**config.mk**
```make
export PLATFORM = sky130hd
export DESIGN_NAME = ihq_ctrl
export DESIGN_NICKNAME = d
export VERILOG_FILES = /design/src/design/ihq_pkg.sv /design/src/design/ihq_ctrl.sv
export SDC_FILE = /design/constraint.sdc
export NUM_CORES = 1
export LEC_CHECK = 0
export ABC_AREA = 1
export BUFFER_PORTS_ARGS = -buffer_cell sky130_fd_sc_hd__buf_2
export CAP_MARGIN = 25
export CORE_AREA = 2 2 330 332
export DETAILED_ROUTE_END_ITERATION = 8
export DIE_AREA = 0 0 332 334
export PLACE_DENSITY = 0.34
export SYNTH_ARGS = -nofsm -noshare
export SYNTH_HDL_FRONTEND = slang
export SYNTH_SLANG_ARGS = --single-unit
```
**constraint.sdc**
```tcl
create_clock -name clk -period 33.1 [get_ports clk]
set_input_delay 6.62 -clock clk [delete_from_list [all_inputs] [get_ports clk]]
set_output_delay 6.62 -clock clk [all_outputs]
set_load 0.01 [all_outputs]
```
**src/design/ihq_pkg.sv**
```systemverilog
`timescale 1ns / 1ps
// ----------------------------------------------------------------------------
// ihq_pkg: shared types and constants of the interval max-heap queue
// Record layout, request and status codes, and the heap geometry.
// ----------------------------------------------------------------------------
package ihq_pkg;

	localparam int CAPACITY = 1024;
	localparam int ADDR_W   = $clog2(CAPACITY);
	localparam int CNT_W    = $clog2(CAPACITY + 1);
	// child index 2*pos+2 needs room for twice the address range
	localparam int IDX_W    = ADDR_W + 2;

	localparam logic [1:0] REQ_INSERT  = 2'd0;
	localparam logic [1:0] REQ_EXTRACT = 2'd1;
	localparam logic [1:0] REQ_PEEK    = 2'd2;

	localparam logic [1:0] ST_OK    = 2'd0;
	localparam logic [1:0] ST_EMPTY = 2'd1;
	localparam logic [1:0] ST_FULL  = 2'd2;

	typedef struct packed {
		logic signed [31:0] key;
		logic [31:0]        point_left;
		logic [31:0]        point_right;
		logic [31:0]        value_left;
		logic [31:0]        value_right;
	} rec_t;

	localparam int REC_W = $bits(rec_t);

	typedef struct packed {
		logic [1:0]       status;
		rec_t             rec;
		logic [CNT_W-1:0] count;
	} rsp_t;

	typedef struct packed {
		logic              we;
		logic [ADDR_W-1:0] waddr;
		rec_t              wdata;
		logic [ADDR_W-1:0] raddr_a;
		logic [ADDR_W-1:0] raddr_b;
	} ram_req_t;

endpackage

```
**src/design/ihq_ctrl.sv**
```systemverilog
`timescale 1ns / 1ps
// ----------------------------------------------------------------------------
// ihq_ctrl: heap sequencer
// Holds the moving record in a register and walks the hole up or down the
// heap, one level per read/compare pair on the record memory.
// ----------------------------------------------------------------------------
module ihq_ctrl import ihq_pkg::*; (
	input  logic       clk,
	input  logic       arst_n,
	input  logic       req_valid,
	output logic       req_ready,
	input  logic [1:0] req_type,
	input  rec_t       req_rec,
	input  logic       pend_busy,
	output logic       rsp_push,
	output rsp_t       rsp_data,
	output ram_req_t   ram,
	input  rec_t       rd_a,
	input  rec_t       rd_b
);

	localparam logic [2:0] S_IDLE   = 3'd0;
	localparam logic [2:0] S_TOP    = 3'd1;
	localparam logic [2:0] S_UP_RD  = 3'd2;
	localparam logic [2:0] S_UP_CMP = 3'd3;
	localparam logic [2:0] S_DN_RD  = 3'd4;
	localparam logic [2:0] S_DN_CMP = 3'd5;

	logic [2:0]        state_q, state_d;
	logic [CNT_W-1:0]  fill_q, fill_d;
	logic [ADDR_W-1:0] pos_q, pos_d;
	rec_t              cur_q, cur_d;
	logic              extr_q, extr_d;

	logic              acc;
	logic [IDX_W-1:0]  fill_ext, l_idx, r_idx;
	logic              l_ok, r_ok, big_is_r;
	rec_t              big;
	logic [ADDR_W-1:0] big_addr, par_addr, last_addr;

	assign req_ready = (state_q == S_IDLE) && !pend_busy;
	assign acc       = req_valid && req_ready;

	assign fill_ext  = {{(IDX_W - CNT_W){1'b0}}, fill_q};
	assign l_idx     = {1'b0, pos_q, 1'b1};
	assign r_idx     = l_idx + IDX_W'(1);
	assign l_ok      = l_idx < fill_ext;
	assign r_ok      = r_idx < fill_ext;
	assign big_is_r  = r_ok && (rd_b.key > rd_a.key);
	assign big       = big_is_r ? rd_b : rd_a;
	assign big_addr  = big_is_r ? r_idx[ADDR_W-1:0] : l_idx[ADDR_W-1:0];
	assign par_addr  = ADDR_W'((pos_q - ADDR_W'(1)) >> 1);
	assign last_addr = ADDR_W'(fill_q - CNT_W'(1));

	always_comb begin
		state_d = state_q;
		fill_d  = fill_q;
		pos_d   = pos_q;
		cur_d   = cur_q;
		extr_d  = extr_q;

		rsp_push        = 1'b0;
		rsp_data.status = ST_OK;
		rsp_data.rec    = '0;
		rsp_data.count  = fill_q;

		ram.we      = 1'b0;
		ram.waddr   = pos_q;
		ram.wdata   = cur_q;
		ram.raddr_a = '0;
		ram.raddr_b = last_addr;

		case (state_q)
			S_IDLE: begin
				// root on port a, last entry on port b, ready for S_TOP
				if (acc) begin
					case (req_type)
						REQ_INSERT: begin
							rsp_push = 1'b1;
							if (fill_q >= CNT_W'(CAPACITY)) begin
								rsp_data.status = ST_FULL;
							end else begin
								cur_d          = req_rec;
								pos_d          = ADDR_W'(fill_q);
								fill_d         = fill_q + CNT_W'(1);
								rsp_data.count = fill_q + CNT_W'(1);
								state_d        = S_UP_RD;
							end
						end
						REQ_EXTRACT, REQ_PEEK: begin
							if (fill_q == '0) begin
								rsp_push        = 1'b1;
								rsp_data.status = ST_EMPTY;
							end else begin
								extr_d  = (req_type == REQ_EXTRACT);
								state_d = S_TOP;
							end
						end
						default: begin
							rsp_push = 1'b1;
						end
					endcase
				end
			end
			S_TOP: begin
				rsp_push     = 1'b1;
				rsp_data.rec = rd_a;
				if (extr_q) begin
					rsp_data.count = fill_q - CNT_W'(1);
					fill_d         = fill_q - CNT_W'(1);
					cur_d          = rd_b;
					pos_d          = '0;
					state_d        = (fill_q == CNT_W'(1)) ? S_IDLE : S_DN_RD;
				end else begin
					state_d = S_IDLE;
				end
			end
			S_UP_RD: begin
				ram.raddr_a = par_addr;
				if (pos_q == '0) begin
					ram.we  = 1'b1;
					state_d = S_IDLE;
				end else begin
					state_d = S_UP_CMP;
				end
			end
			S_UP_CMP: begin
				ram.we = 1'b1;
				if (cur_q.key > rd_a.key) begin
					// parent moves down into the hole
					ram.wdata = rd_a;
					pos_d     = par_addr;
					state_d   = S_UP_RD;
				end else begin
					state_d = S_IDLE;
				end
			end
			S_DN_RD: begin
				ram.raddr_a = l_idx[ADDR_W-1:0];
				ram.raddr_b = r_idx[ADDR_W-1:0];
				if (!l_ok) begin
					ram.we  = 1'b1;
					state_d = S_IDLE;
				end else begin
					state_d = S_DN_CMP;
				end
			end
			S_DN_CMP: begin
				ram.we = 1'b1;
				if (big.key > cur_q.key) begin
					// larger child moves up into the hole
					ram.wdata = big;
					pos_d     = big_addr;
					state_d   = S_DN_RD;
				end else begin
					state_d = S_IDLE;
				end
			end
			default: begin
				state_d = S_IDLE;
			end
		endcase
	end

	always_ff @(posedge clk or negedge arst_n) begin
		if (!arst_n) begin
			state_q <= S_IDLE;
			fill_q  <= '0;
		end else begin
			state_q <= state_d;
			fill_q  <= fill_d;
		end
	end

	always_ff @(posedge clk) begin
		pos_q  <= pos_d;
		cur_q  <= cur_d;
		extr_q <= extr_d;
	end

endmodule

```
==> out/qor.json <==
{
  "sta": {
    "timing_hold_violations_final": 0,
    "worst_max_slew_pin_slew_ns": 1.03,
    "final.setup.worst_slack_ns": 13.13,
    "max_freq_mhz": 50.1,
    "fin_worst_hold_slack_ns": 0.705,
    "grt_setup_unrepaired": "no",
    "relative_slew_margins_pct": 31.1,
    "post-route-min-period_ns": 19.97,
    "tns_ns": 0,
    "setup_violations": 0,
    "finalMaxSlewViolations": 0,
    "clock-skew-final_ns": 0.0193,
    "final_min_period_over_clock_period_pct": 60.3
  },
  "min_path": {
    "worst_hold_path_type": "reg2reg"
  },
  "global_routing": {
    "aggregate_global_routing_overflow": 0,
    "antenna_found_initial": 58,
    "groute.usage.overall_pct": 19.2,
    "grt_pass1_vias": 21740,
    "grt_use_met2_pct": 33.4,
    "pin_count_of_the_biggest_net_entering_global_routing": 138,
    "use_met3_pct": 4.18,
    "layer_with_the_highest_usage_after_global_routing": "met2",
    "grt_first_pass_wirelength_um": 155000,
    "grt_util_met1_pct": 23.2
  },
  "floorplan": {
    "die_height_um": 334,
    "floorplan.rows": 121,
    "horiz_die_dim_um": 332,
    "die_area_sq_mm": 0.111,
    "coreArea_sq_mm": 0.108,
    "floorplan.io_pins": 852,
    "initial_core_util_pct": 17.2
  },
  "route": {
    "routedWlPerCell_um": 21.2,
    "routed_via_density": 4.25,
    "drt_drc_violations_left": 0,
    "detailroute.via_count": 22117,
    "final_antenna_net_count": 0,
    "route.final.wire_length_um": 110000,
    "drt_pre_antenna_iters": 6,
    "detail_route.iter0.violations": 1384
  },
  "power_and_ir_drop": {
    "pwr-share-seq_pct": 26.1,
    "power_frac_comb_pct": 62.7,
    "clkPwrFrac_pct": 11.2,
    "max_ir_drop_vdd_uv": 42.7,
    "swShare_pct": 54.1,
    "p_switching_uw": 1090,
    "leakagePower_uw": 0.0136,
    "report.power.total_uw": 2010,
    "total_power_per_unit_cell_area_mw_per_mm2": 81.3,
    "cell_internal_pwr_uw": 920
  },
  "clock_network": {
    "cts_htree_levels": 4,
    "cts_hold_repair.buffers": 0,
    "cts.reportedPaths.clkPinSlew_ns": 0.08,
    "cts-buffers-inserted": 17,
    "cts_buffer_depth": 2,
    "cts.root.buffer_cell": "sky130_fd_sc_hd__clkbuf_16",
    "tritoncts": "done",
    "cts-resized-gates": 0,
    "clk_latency_ns": 0.53,
    "numClockSinks": 185,
    "postCtsSetupBuffers": 0
  },
  "placed_design": {
    "finalWeightedCongestion": 0.872,
    "port-buffer-count": 851,
    "detailed_place.area_sq_mm": 0.0240,
    "place_worst_setup_slack_ns": 12.95,
    "place_hpwl_um": 84900
  },
  "synth": {
    "xor_and_xnor_area_share_after_synthesis_pct": 1.13,
    "yosys-mux-area-fraction_pct": 0,
    "synth_area_leaders": "sky130_fd_sc_hd__edfxtp_1 28%, sky130_fd_sc_hd__nand2_1 26%, sky130_fd_sc_hd__nand3_1 9.1%, sky130_fd_sc_hd__ha_1 8.5%, sky130_fd_sc_hd__inv_1 8.3%",
    "synthArstFlopShare_pct": 7.57,
    "synth_compound_area_share_pct": 6.30,
    "synth_simple_gate_area_share_pct": 41.2,
    "syn-instance-count": 2998,
    "synthDominantCellAreaShare_pct": 27.6,
    "share_of_synthesized_cell_area_in_full_adder_half_adder_and_majority_cells_pct": 8.48,
    "syn_nets": 3610,
    "syn_area_per_cell_sq_um": 6.20,
    "synth_edf_count": 171,
    "synth_top_area_cell": "sky130_fd_sc_hd__edfxtp_1",
    "synth-seq-cells": 185,
    "synthesis.area_sq_mm": 0.0186,
    "synth_top_family_by_area": "simple AND/OR/NAND/NOR gates",
    "yosysWarnings": 0,
    "synth_cell_types": 42,
    "dominantRegCellSynth": "sky130_fd_sc_hd__edfxtp_1",
    "ys_seq_area_share_pct": 29.5
  },
  "critical_path": {
    "element_type_at_the_critical_path_end": "primary output",
    "critPathLaunchType": "input port",
    "worstPathRequired_ns": 26.48,
    "worst-endpoint-arrival_ns": 13.35,
    "critPathKind": "in2out",
    "critical_path.max_fanout": 66
  },
  "final_layout": {
    "most_frequent_cells_in_the_layout": "1263 x sky130_fd_sc_hd__nand2_1, 851 x sky130_fd_sc_hd__buf_2, 409 x sky130_fd_sc_hd__inv_1",
    "layout.cell_area.non_filler_sq_mm": 0.0247,
    "area_delta_synth_final_pct": 32.8,
    "layout-drive-gt1-share_pct": 26.1,
    "filler_cell_count": 12593,
    "layout_commonest_cell": "sky130_fd_sc_hd__nand2_1",
    "nNetsFinal": 4354
  },
  "status": {
    "outcome": "complete, no violations"
  },
  "flow_run": {
    "maxCapViolations": 0
  }
}
-- cells by family after synthesis --
kind of cell    after synthesis
flops                       185
compound gates              191
simple gates               1882
buf+inv                     590
fa+ha+maj                   126
xor+xnor                     24
-- cell usage after synthesis (4+ instances only) --
| cell | n |
|---|---|
| sky130_fd_sc_hd__a21o_1 | 4 |
| sky130_fd_sc_hd__a21oi_1 | 62 |
| sky130_fd_sc_hd__buf_1 | 4 |
| sky130_fd_sc_hd__buf_2 | 35 |
| sky130_fd_sc_hd__buf_4 | 5 |
| sky130_fd_sc_hd__buf_6 | 26 |
| sky130_fd_sc_hd__clkbuf_1 | 76 |
| sky130_fd_sc_hd__dfrtp_1 | 14 |
| sky130_fd_sc_hd__edfxtp_1 | 171 |
| sky130_fd_sc_hd__ha_1 | 126 |
| sky130_fd_sc_hd__inv_1 | 409 |
| sky130_fd_sc_hd__inv_2 | 30 |
| sky130_fd_sc_hd__nand2_1 | 1264 |
| sky130_fd_sc_hd__nand3_1 | 339 |
| sky130_fd_sc_hd__nand4_1 | 16 |
| sky130_fd_sc_hd__nor2_1 | 225 |
| sky130_fd_sc_hd__nor3_1 | 12 |
| sky130_fd_sc_hd__nor4_1 | 6 |
| sky130_fd_sc_hd__o211ai_1 | 17 |
| sky130_fd_sc_hd__o21a_1 | 6 |
| sky130_fd_sc_hd__o21ai_0 | 52 |
| sky130_fd_sc_hd__o21ai_1 | 7 |
| sky130_fd_sc_hd__o21ai_2 | 22 |
| sky130_fd_sc_hd__o221ai_1 | 8 |
| sky130_fd_sc_hd__o22ai_1 | 8 |
| sky130_fd_sc_hd__or2_2 | 7 |
| sky130_fd_sc_hd__xor2_1 | 23 |
-- critical path, cell delays in order --
cell                      delay [ns]
sky130_fd_sc_hd__buf_2          0.10
sky130_fd_sc_hd__inv_1          0.07
sky130_fd_sc_hd__ha_1           0.31
sky130_fd_sc_hd__a21oi_1        0.18
sky130_fd_sc_hd__o21ai_0        0.13
sky130_fd_sc_hd__nand2_1        0.08
sky130_fd_sc_hd__nand2_1        0.06
sky130_fd_sc_hd__a21oi_1        0.17
sky130_fd_sc_hd__nand3_1        0.34
sky130_fd_sc_hd__nand3_4        0.38
sky130_fd_sc_hd__buf_4          0.71
sky130_fd_sc_hd__o21ai_2        0.12
sky130_fd_sc_hd__ha_1           0.46
sky130_fd_sc_hd__nand2_1        0.15
sky130_fd_sc_hd__nor3_2         0.24
sky130_fd_sc_hd__and3_1         0.34
sky130_fd_sc_hd__nand2_1        0.11
sky130_fd_sc_hd__nand3_1        0.09
sky130_fd_sc_hd__nand3_2        0.07
sky130_fd_sc_hd__buf_4          0.19
sky130_fd_sc_hd__nor2_4         0.09
sky130_fd_sc_hd__nand2_1        0.08
sky130_fd_sc_hd__nand2_4        0.26
sky130_fd_sc_hd__buf_4          0.54
sky130_fd_sc_hd__buf_4          0.76
sky130_fd_sc_hd__nand2_1        0.11
sky130_fd_sc_hd__nand3_1        0.20
sky130_fd_sc_hd__buf_2          0.17
-- metal layers --
layer	vias to the layer above	routed length, um
met5	-	152
met4	26	3270
met3	146	5840
met2	685	54800
met1	10335	46400
li1	10925	-
-- metrics by stage --
step                cells  utilization (%)
global placement     5137             22.3
finish               5198             22.9
CTS                  5169             22.8
global route         5193             22.9
detailed placement   5137             22.3
floorplan            2998                -
-- registers in the layout, summed over array words and instances (netlist names) --
| signal | count |
|---|---|
| cur_q | 160 |
| extr_q | 1 |
| fill_q | 11 |
| pos_q | 10 |
| state_q | 3 |
-- path summary, 6_finish.rpt --
kind                            start          to  slack, ns  depth (start not counted)
setup reg to reg             pos_q[3]    pos_q[0]      26.16                         25
hold / removal             fill_q[10]  fill_q[10]       0.71                          2
setup / recovery            rd_a[155]     ram[90]      13.13                         28
min in group asynchronous      arst_n   fill_q[1]       6.01                          1
max in group asynchronous      arst_n  state_q[2]      26.79                          1
hold reg to reg            fill_q[10]  fill_q[10]       0.71                          2
-- area by class of cell --
type                            count  area (sq um)  area share, %
Antenna cell                       29          72.6          0.294
Clock buffer                       17           425           1.72
Clock inverter                     15           138          0.558
Inverter                          442          1670           6.77
Multi-Input combinational cell   2223         10700           43.2
Sequential cell                   185          5490           22.2
Tap cell                         1414          1770           7.17
Timing Repair Buffer              873          4450           18.0
-- power groups by stage --
| stage | registers (uW) | logic, uW | clock network [uW] |
|---|---|---|---|
| finish | 524 | 1260 | 225 |
| global route | 544 | 1390 | 244 |
| CTS | 525 | 1280 | 240 |
| detailed placement | 528 | 1270 | 0 |
| global placement | 532 | 1280 | 0 |
| floorplan | 539 | 752 | 0 |
No activity file was read; power rests on OpenSTA's default activity.
