### config.mk
export PLATFORM = sky130hd
export DESIGN_NAME = ihq_out
export DESIGN_NICKNAME = d
export VERILOG_FILES = /design/src/design/ihq_pkg.sv /design/src/design/ihq_out.sv
export SDC_FILE = /design/constraint.sdc
export NUM_CORES = 1
export LEC_CHECK = 0
export BUFFER_PORTS_ARGS = -buffer_cell sky130_fd_sc_hd__buf_2
export CAP_MARGIN = 20
export CORE_ASPECT_RATIO = 0.8
export CORE_MARGIN = 4
export CORE_UTILIZATION = 45
export CTS_BUF_LIST = sky130_fd_sc_hd__clkbuf_2
export DETAILED_ROUTE_END_ITERATION = 8
export GPL_TIMING_DRIVEN = 0
export PLACE_DENSITY = 0.71
export SLEW_MARGIN = 20
export SYNTH_ARGS = -nofsm -noshare
export SYNTH_HDL_FRONTEND = slang
export SYNTH_SLANG_ARGS = --single-unit
### constraint.sdc
create_clock -name clk -period 2.44 [get_ports clk]
set_input_delay 0.244 -clock clk [delete_from_list [all_inputs] [get_ports clk]]
set_output_delay 0.244 -clock clk [all_outputs]
set_load 0.01 [all_outputs]
### src/design/ihq_pkg.sv
`timescale 1ns / 1ps
// ----------------------------------------------------------------------------
// ihq_pkg: shared types and constants of the interval max-heap queue
// Record layout, request and status codes, and the heap geometry.
// ----------------------------------------------------------------------------
package ihq_pkg;

	localparam int CAPACITY = 1024;
	localparam int ADDR_W   = $clog2(CAPACITY);
	localparam int CNT_W    = $clog2(CAPACITY + 1);
	// child index 2*pos+2 needs room for twice the address range
	localparam int IDX_W    = ADDR_W + 2;

	localparam logic [1:0] REQ_INSERT  = 2'd0;
	localparam logic [1:0] REQ_EXTRACT = 2'd1;
	localparam logic [1:0] REQ_PEEK    = 2'd2;

	localparam logic [1:0] ST_OK    = 2'd0;
	localparam logic [1:0] ST_EMPTY = 2'd1;
	localparam logic [1:0] ST_FULL  = 2'd2;

	typedef struct packed {
		logic signed [31:0] key;
		logic [31:0]        point_left;
		logic [31:0]        point_right;
		logic [31:0]        value_left;
		logic [31:0]        value_right;
	} rec_t;

	localparam int REC_W = $bits(rec_t);

	typedef struct packed {
		logic [1:0]       status;
		rec_t             rec;
		logic [CNT_W-1:0] count;
	} rsp_t;

	typedef struct packed {
		logic              we;
		logic [ADDR_W-1:0] waddr;
		rec_t              wdata;
		logic [ADDR_W-1:0] raddr_a;
		logic [ADDR_W-1:0] raddr_b;
	} ram_req_t;

endpackage

### src/design/ihq_out.sv
`timescale 1ns / 1ps
// ----------------------------------------------------------------------------
// ihq_out: response staging
// A pending slot in front of the output register, so the controller can
// drop a result and go on sifting while the previous result is still held.
// ----------------------------------------------------------------------------
module ihq_out import ihq_pkg::*; (
	input  logic clk,
	input  logic arst_n,
	input  logic push,
	input  rsp_t push_data,
	output logic pend_busy,
	output logic rsp_valid,
	input  logic rsp_ready,
	output rsp_t rsp_data
);

	logic pend_q;
	rsp_t pend_data_q;
	logic vld_q;
	rsp_t out_data_q;
	logic move;

	assign move      = pend_q && (!vld_q || rsp_ready);
	assign pend_busy = pend_q;
	assign rsp_valid = vld_q;
	assign rsp_data  = out_data_q;

	always_ff @(posedge clk or negedge arst_n) begin
		if (!arst_n) begin
			pend_q <= 1'b0;
			vld_q  <= 1'b0;
		end else begin
			// push only happens with the slot empty, so it never meets a move
			if (push) begin
				pend_q <= 1'b1;
			end else if (move) begin
				pend_q <= 1'b0;
			end
			if (move) begin
				vld_q <= 1'b1;
			end else if (rsp_ready) begin
				vld_q <= 1'b0;
			end
		end
	end

	always_ff @(posedge clk) begin
		if (push) begin
			pend_data_q <= push_data;
		end
		if (move) begin
			out_data_q <= pend_data_q;
		end
	end

endmodule

==> impl_metrics.tcl, run 1 <==
set metrics [dict create \
    fin_util 0.6731 \
    cts_max_level 3 \
    fin_crit_sh 0.8269 \
    wirelength_um 24880 \
    crit_path_max_fanout 60 \
    drc 0 \
    relSlewSlack 0.5118 \
    dp_hpwl_um 14640 \
    grt_overflow 0 \
    rsz0062_at_grt "false" \
    grt_pass1_vias 6700 \
    ir_drop_v 0.0005157 \
    wl_met3_um 2558 \
    clock_skew_ns 0.09081 \
    wl_per_cell_um 18.76 \
    power-per-cell-area_nw_per_um2 790.4 \
    hold_violations 0 \
    max_stage_delay_ns 0.44 \
    worst_setup_path_start_kind "register" \
    antenna_found_initial 1 \
    cp-end-kind "register" \
    synth_cell_type_count 7 \
    holdCritPathClass "in2reg" \
    fin_nets 1146 \
    path_clk_slew_ns 0.12 \
    die_w_um 178.6 \
    cts_max_path_buffers 3 \
    synth_area_leader_cell "edfxtp_1" \
    cts_tree "done" \
    cp.arrival_ns 2.40 \
    fin_ws_ns 0.4224 \
    synth_fp_nets 530 \
    reg2reg_depth 4 \
    routedLengthMet1_um 9000 \
    drv_cap 0 \
    place_congestion 0.7341 \
    core-area_um2 22680 \
    io_buffer_count 351 \
    numCtsBuffers 81 \
    crit_top_cell "buf_16" \
    min_period_ns 2.018 \
    io_pins 352 \
    path_class "reg2reg" \
    cp.required_ns 2.82 \
    final_antenna_net_count 0 \
    status "completed" \
    synthesis.area_um2 10480 \
    firstDrtPassIters 4 \
    rrSetupSlack_ns 0.42 \
    max_freq_mhz 495.6 \
    clock_latency_ns 0.79 \
    final_cell_mix "buf_2, edfxtp_1, dlygate4sd3_1" \
    met2_length_um 12900 \
    grt_max_degree 94 \
    dieArea_um2 25800 \
    ys_ff_latch 348 \
    setup-violations-final 0 \
    grt_pass1_wl_um 36830 \
    synth_area_leaders "edfxtp_1, dfrtp_1, nand2b_4" \
    power.leakage_uw 0.006136 \
    synth_top_area_frac 0.9916 \
    syn_to_final_growth_pct 45.74 \
    yosysSeqAreaShare 0.9964 \
    syn_avg_cell_area_um2 29.68 \
    final_common_cell "buf_2" \
    cts-root-buf "clkbuf_2" \
    min_delay_path_depth 2 \
    dp_slack_ns 0.5173 \
    drv_slew 0 \
    die_y_um 144.5 \
    first_iter_violations 328 \
    postSynthCellCount 353 \
    via_count 5984 \
    worst_slew_pin_slew_ns 0.7323 \
    crit_path_cell_trace "nand2b_4 -> and2_4 -> buf_16 -> buf_16" \
    yosysWarnings 0 \
    viasPerCell 4.513 \
    drive_above_1_share 0.4701 \
    start_util 0.4619 \
    clock_sinks 348 \
    grt_use_total 0.1899 \
    fin_setup_tns_ns 0 \
    crit_slowest_cell "dfrtp_1" \
    top_layer_used "met4" \
    num_rows 49 \
]
## final timing paths
path	from	endpoint
min in group asynchronous	arst_n	rsp_valid$_DFFE_PN0P_
hold reg to reg	pend_data_q[101]$_DFFE_PP_	rsp_data[101]$_DFFE_PP_
setup reg to reg	rsp_valid$_DFFE_PN0P_	rsp_data[49]$_DFFE_PP_
setup / recovery	rsp_valid$_DFFE_PN0P_	rsp_data[49]$_DFFE_PP_
max in group asynchronous	arst_n	pend_busy$_DFFE_PN0P_
hold / removal	push_data[126]	pend_data_q[126]$_DFFE_PP_
## layout make-up
cell class | count | area, um^2
flip-flops and latches | 348 | 10440
diodes | 1 | 2.502
inverters | 1 | 3.754
clock buffers | 116 | 580.6
fillers | 1453 | 7415
well taps | 306 | 382.9
repair buffers | 533 | 3651
clock inverters | 17 | 175.2
multi-input cells | 4 | 33.78
## Yosys cell counts
cell type and instances:
nand2_1 1, inv_1 1, edfxtp_1 346, and2_4 1, nand2b_4 1, o21bai_1 1
dfrtp_1 2
## sequential cells by signal, indices dropped and copies added (netlist names)
signal,flops
rsp_valid,1
pend_busy,1
pend_data_q,173
rsp_data,173
## cell families (layout without fill, tap and decap cells)
| group | Yosys count | in the layout | synth area share |
|---|---|---|---|
| other cells | 0 | 1 | 0 |
| flops | 348 | 348 | 0.9964 |
| simple gates | 3 | 3 | 0.002507 |
| buf+inv | 1 | 667 | 0.0003579 |
| compound gates | 1 | 1 | 0.0007168 |
## metrics by stage
| step | std cells | hold slack [ns] | power (uW) | instance area [um^2] |
|---|---|---|---|---|
| finish | 1326 | 0.1524 | 12070 | 15270 |
| global placement | 1010 | 0.02941 | 8091 | 12620 |
| global route | 1326 | 0.002631 | 12700 | 15270 |
| CTS | 1324 | 0.03591 | 12140 | 15260 |
| floorplan | 353 | -0.05159 | 7600 | 10480 |
| detailed placement | 1014 | 0.03500 | 8151 | 12730 |
## where the power goes
group	internal [uW]	switching, uW	total, uW
Combinational	466	504	970
Sequential	7150	138	7290
Clock	1680	2140	3810
## critical path: cells and delay by family, from the launching register on
kind / cells / cell delay, ns
buf+inv: 2 / 0.62
flops: 1 / 0.44
simple gates: 2 / 0.49
## what timing repair did
item	CTS	global route
setup buffers	0	0
resized for setup	0	0
hold endpoints to repair	268	1
hold buffers	177	1
## metal layers
layer,vias up,track usage
met1,2898,0.2102
met5,-,0
met3,39,0.08259
met4,0,0.06419
met2,334,0.3315
li1,2713,-
Power figures use the tool's default switching activity.
==> run 2: changes to the inputs <==
==> constraint.sdc (replaced) <==
create_clock -name clk -period 1.9 [get_ports clk]
set_input_delay 0.19 -clock clk [delete_from_list [all_inputs] [get_ports clk]]
set_output_delay 0.19 -clock clk [all_outputs]
set_load 0.01 [all_outputs]
==> impl_metrics.tcl, run 2 (same netlist as run 1, synthesis figures left out) <==
set metrics [dict create \
    status "completed" \
    hold_violations 0 \
    cp_num_cells 4 \
    core-area_um2 22680 \
    crit_end "rsp_data[95]$_DFFE_PP_" \
    cts_max_level 3 \
    fin_nets 1207 \
    dpl_cell_area_um2 12730 \
    syn_to_final_growth_pct 51.80 \
    final_common_cell "buf_2" \
    final_cell_mix "buf_2, edfxtp_1, dlygate4sd3_1" \
    io_buffer_count 351 \
    die_w_um 178.6 \
    dieArea_um2 25800 \
    final_antenna_net_count 0 \
    reg2reg_depth 4 \
    max_freq_mhz 546.6 \
    num_antenna_cells 0 \
    start_util 0.4619 \
    power.leakage_uw 0.006406 \
    final_cell_area_um2 15910 \
    path_clk_slew_ns 0.13 \
    cp-end-kind "register" \
    viasPerCell 4.574 \
    crit_slowest_cell "dfrtp_1" \
    wirelength_um 27700 \
    cts-root-buf "clkbuf_2" \
    grt_pass1_wl_um 38050 \
    drv_cap 0 \
    grt_use_total 0.1968 \
    grt_max_degree 94 \
    path_class "reg2reg" \
    rrSetupSlack_ns 0.07 \
    relSlewSlack 0.5083 \
    crit_path_cell_trace "nand2b_4 -> and2_4 -> buf_16 -> buf_12" \
    fin_crit_sh 0.9628 \
    min_period_ns 1.829 \
    r2r_start "rsp_valid$_DFFE_PN0P_" \
    via_count 6339 \
    fin_setup_tns_ns 0 \
    grt_overflow 0 \
    cp.required_ns 2.32 \
    postCtsSetupBuffers 0 \
    p_sw_uw 3724 \
    cp.arrival_ns 2.25 \
    startpoint "rsp_valid$_DFFE_PN0P_" \
    p_seq_frac 0.595 \
    critPathTopFamily "buffers and inverters" \
    holdCritPathClass "in2reg" \
    worst_slew_pin_slew_ns 0.7376 \
    worst_setup_path_start_kind "register" \
    p_comb_frac 0.088 \
    wl_per_cell_um 19.99 \
    die_y_um 144.5 \
    crit_path_max_fanout 41 \
    internal_power_uw 12030 \
    ir_drop_v 0.0006891 \
    cts_tree "done" \
    dp_hpwl_um 14640 \
    critPathBufInv 2 \
    drive_above_1_share 0.4463 \
    fillers 1380 \
    reg2reg_to "rsp_data[95]$_DFFE_PP_" \
    power.share.clock 0.317 \
    antenna_found_initial 0 \
    grt_pass1_vias 6825 \
    setup-violations-final 0 \
    io_pins 352 \
    firstDrtPassIters 4 \
    clock_latency_ns 0.80 \
    clock_skew_ns 0.1050 \
    drc 0 \
    clock_sinks 348 \
    num_rows 49 \
    hold_slack_ns 0.1012 \
    numCtsBuffers 81 \
    drv_slew 0 \
    swShare 0.2364 \
    first_iter_violations 389 \
    place_congestion 0.7341 \
    power-per-cell-area_nw_per_um2 990.5 \
    cts_max_path_buffers 3 \
    max_stage_delay_ns 0.46 \
]
## run 2: power groups by stage
| stage | Combinational [uW] | Sequential [uW] | Clock [uW] |
|---|---|---|---|
| after floorplan | 102 | 9660 | 0 |
| after CTS | 1280 | 9350 | 5000 |
| after global placement | 874 | 9520 | 0 |
| after global routing | 1490 | 9430 | 5600 |
| final | 1390 | 9370 | 4990 |
| after detailed placement | 943 | 9530 | 0 |
## run 2: timing repair
action	in CTS	in global routing
setup endpoints to repair	63	63
gates cloned	1	2
hold buffers	201	35
hold endpoints to repair	268	35
resized for setup	0	0
## run 2: worst min path at each step
stage | cells past startpoint | from | end
after global placement | 1 | arst_n | pend_busy$_DFFE_PN0P_
after global routing | 2 | push_data[77] | pend_data_q[77]$_DFFE_PP_
final | 2 | push_data[105] | pend_data_q[105]$_DFFE_PP_
after detailed placement | 1 | arst_n | pend_busy$_DFFE_PN0P_
after floorplan | 0 | arst_n | pend_busy$_DFFE_PN0P_
after CTS | 2 | push_data[44] | pend_data_q[44]$_DFFE_PP_
## run 2: final cells by class
class	instances	area [um^2]	share of cell area
clock buffer	116	580.6	0.03650
clock inverter	17	175.2	0.01101
inverter	1	3.754	0.0002360
multi-input combinational	5	41.29	0.002596
sequential	348	10440	0.6564
tap	306	382.9	0.02407
timing repair buffer	593	4282	0.2692
## run 2: per-layer routing
metal	share of wire	GRT usage	up-vias
met5	0	0	-
met2	0.51	0.3392	352
met4	0.023	0.06702	0
met3	0.11	0.08991	62
li1	-	-	2840
met1	0.36	0.2185	3085
## run 2: metrics by stage
step                cells  setup slack, ns  utilization  total power, uW
CTS                  1349          0.02423       0.6835            15640
detailed placement   1014         -0.02272       0.5612            10470
global route         1386         -0.02181       0.7012            16520
finish               1386          0.07059       0.7012            15750
global placement     1010           -1.493       0.5562            10390
floorplan             353          -0.2838            -             9761
## run 2: worst reg2reg max path, cell delays in order (launching register included)
cell      delay, ns
dfrtp_1        0.46
nand2b_4       0.13
and2_4         0.32
buf_16         0.25
buf_12         0.27
==> run 3: changes to the inputs <==
==> constraint.sdc (replaced) <==
create_clock -name clk -period 1.9 [get_ports clk]
set_input_delay 0.38 -clock clk [delete_from_list [all_inputs] [get_ports clk]]
set_output_delay 0.38 -clock clk [all_outputs]
set_load 0.05 [all_outputs]
==> impl_metrics.tcl, run 3 (same netlist as run 1, synthesis figures left out) <==
set metrics [dict create \
    status "completed" \
    cp.arrival_ns 2.26 \
    numCtsBuffers 80 \
    path_clk_slew_ns 0.12 \
    hold_violations 0 \
    p_comb_frac 0.142 \
    finalPower_uw 16420 \
    fin_util 0.6944 \
    cp.required_ns 2.32 \
    dp_hpwl_um 13800 \
    drive_above_1_share 0.4746 \
    power.share.clock 0.286 \
    grt_use_total 0.1854 \
    antenna_found_initial 2 \
    wl_per_cell_um 19.57 \
    final_cell_area_um2 15750 \
    place_congestion 0.7292 \
    final_common_cell "edfxtp_1" \
    cts_tree "done" \
    p_seq_frac 0.572 \
    io_buffer_count 351 \
    drc 0 \
    drv_slew 0 \
    grt_max_degree 100 \
    grt_pass1_wl_um 35980 \
    clock_latency_ns 0.80 \
    crit_path_cell_trace "nand2b_4 -> and2_4 -> buf_12 -> buf_16" \
    viasPerCell 4.526 \
    dpl_cell_area_um2 12730 \
    internal_power_uw 11830 \
    wirelength_um 26020 \
    grt_pass1_vias 6534 \
    holdCritPathClass "in2reg" \
    core-area_um2 22680 \
    swShare 0.2794 \
    crit_slowest_cell "dfrtp_2" \
    setup-violations-final 0 \
    die_w_um 178.6 \
    num_rows 49 \
    grt_overflow 0 \
    relSlewSlack 0.5897 \
    fin_nets 1147 \
    rrSetupSlack_ns 0.05 \
    first_iter_violations 385 \
    rsz0062_at_grt "true" \
    fin_crit_sh 0.9711 \
    worst_slew_pin_slew_ns 0.6154 \
    firstDrtPassIters 4 \
    max_freq_mhz 542.0 \
    drv_cap 0 \
    cts_max_level 3 \
    clock_skew_ns 0.06883 \
    hold_slack_ns 0.3046 \
    cts-root-buf "clkbuf_2" \
    dieArea_um2 25800 \
    max_stage_delay_ns 0.46 \
    io_pins 352 \
    ir_drop_v 0.0007120 \
    fillers 1385 \
    cp-end-kind "register" \
    final_cell_mix "edfxtp_1, buf_2, dlygate4sd3_1" \
    worst_setup_path_start_kind "register" \
    syn_to_final_growth_pct 50.35 \
    cts_max_path_buffers 3 \
    via_count 6019 \
    min_period_ns 1.845 \
    die_y_um 144.5 \
    clock_sinks 348 \
    power-per-cell-area_nw_per_um2 1042 \
    path_class "reg2reg" \
    start_util 0.4619 \
    final_antenna_net_count 0 \
    power.leakage_uw 0.006293 \
    crit_path_max_fanout 53 \
    p_sw_uw 4588 \
]
-- run 3: repair_timing --
action	in CTS	in global routing
endpoints found under the hold margin	208	0
setup buffers	0	2
resized for setup	24	243
setup endpoints to repair	60	113
hold buffers	177	0
cloned	1	0
-- run 3: metal layers --
| layer | up-vias | global-route usage | part of all wire |
|---|---|---|---|
| met4 | 0 | 0.06581 | 0.021 |
| met2 | 344 | 0.3151 | 0.52 |
| li1 | 2716 | - | - |
| met5 | - | 0 | 0 |
| met3 | 47 | 0.07998 | 0.11 |
| met1 | 2912 | 0.2121 | 0.35 |
-- run 3: path summary, 6_finish.rpt --
path / startpoint / to / depth (start not counted)
worst max-delay path: rsp_valid$_DFFE_PN0P_ / rsp_data[66]$_DFFE_PP_ / 4
worst min-delay path: push_data[71] / pend_data_q[71]$_DFFE_PP_ / 2
worst max register to register: rsp_valid$_DFFE_PN0P_ / rsp_data[66]$_DFFE_PP_ / 4
worst min register to register: pend_data_q[76]$_DFFE_PP_ / rsp_data[76]$_DFFE_PP_ / 0
max in group asynchronous: arst_n / pend_busy$_DFFE_PN0P_ / 3
min in group asynchronous: arst_n / rsp_valid$_DFFE_PN0P_ / 3
-- run 3: layout make-up --
cell class	instances	area (um^2)	area share
clock buffer	114	570.5	0.03622
clock inverter	20	140.1	0.008896
tap	306	382.9	0.02431
antenna	2	5.005	0.0003177
sequential	348	10440	0.6629
multi-input combinational	5	41.29	0.002621
inverter	1	3.754	0.0002383
timing repair buffer	534	4167	0.2645
-- run 3: worst max-delay path: cells and delay by family, from the launching register on --
kind,cells,cell delay (ns)
buffers and inverters,2,0.53
flip-flops,1,0.46
AND/OR/NAND/NOR,2,0.44
-- run 3: power by group through the flow --
stage	logic, uW	clock network (uW)	registers [uW]
2_1_floorplan	102	0	10600
3_3_place_gp	1770	0	9510
3_5_place_dp	1830	0	9510
4_1_cts	2160	4730	9340
5_1_grt	2420	5310	9450
6_report	2340	4690	9390
-- run 3: stage by stage --
stage | cells | setup WS (ns) | TNS, ns
detailed placement | 1014 | -0.09102 | -4.448
CTS | 1326 | -0.005921 | -0.005921
finish | 1330 | 0.05494 | 0
floorplan | 353 | -0.3948 | -68.30
global placement | 1010 | -1.653 | -415.32
global route | 1330 | -0.06322 | -1.109
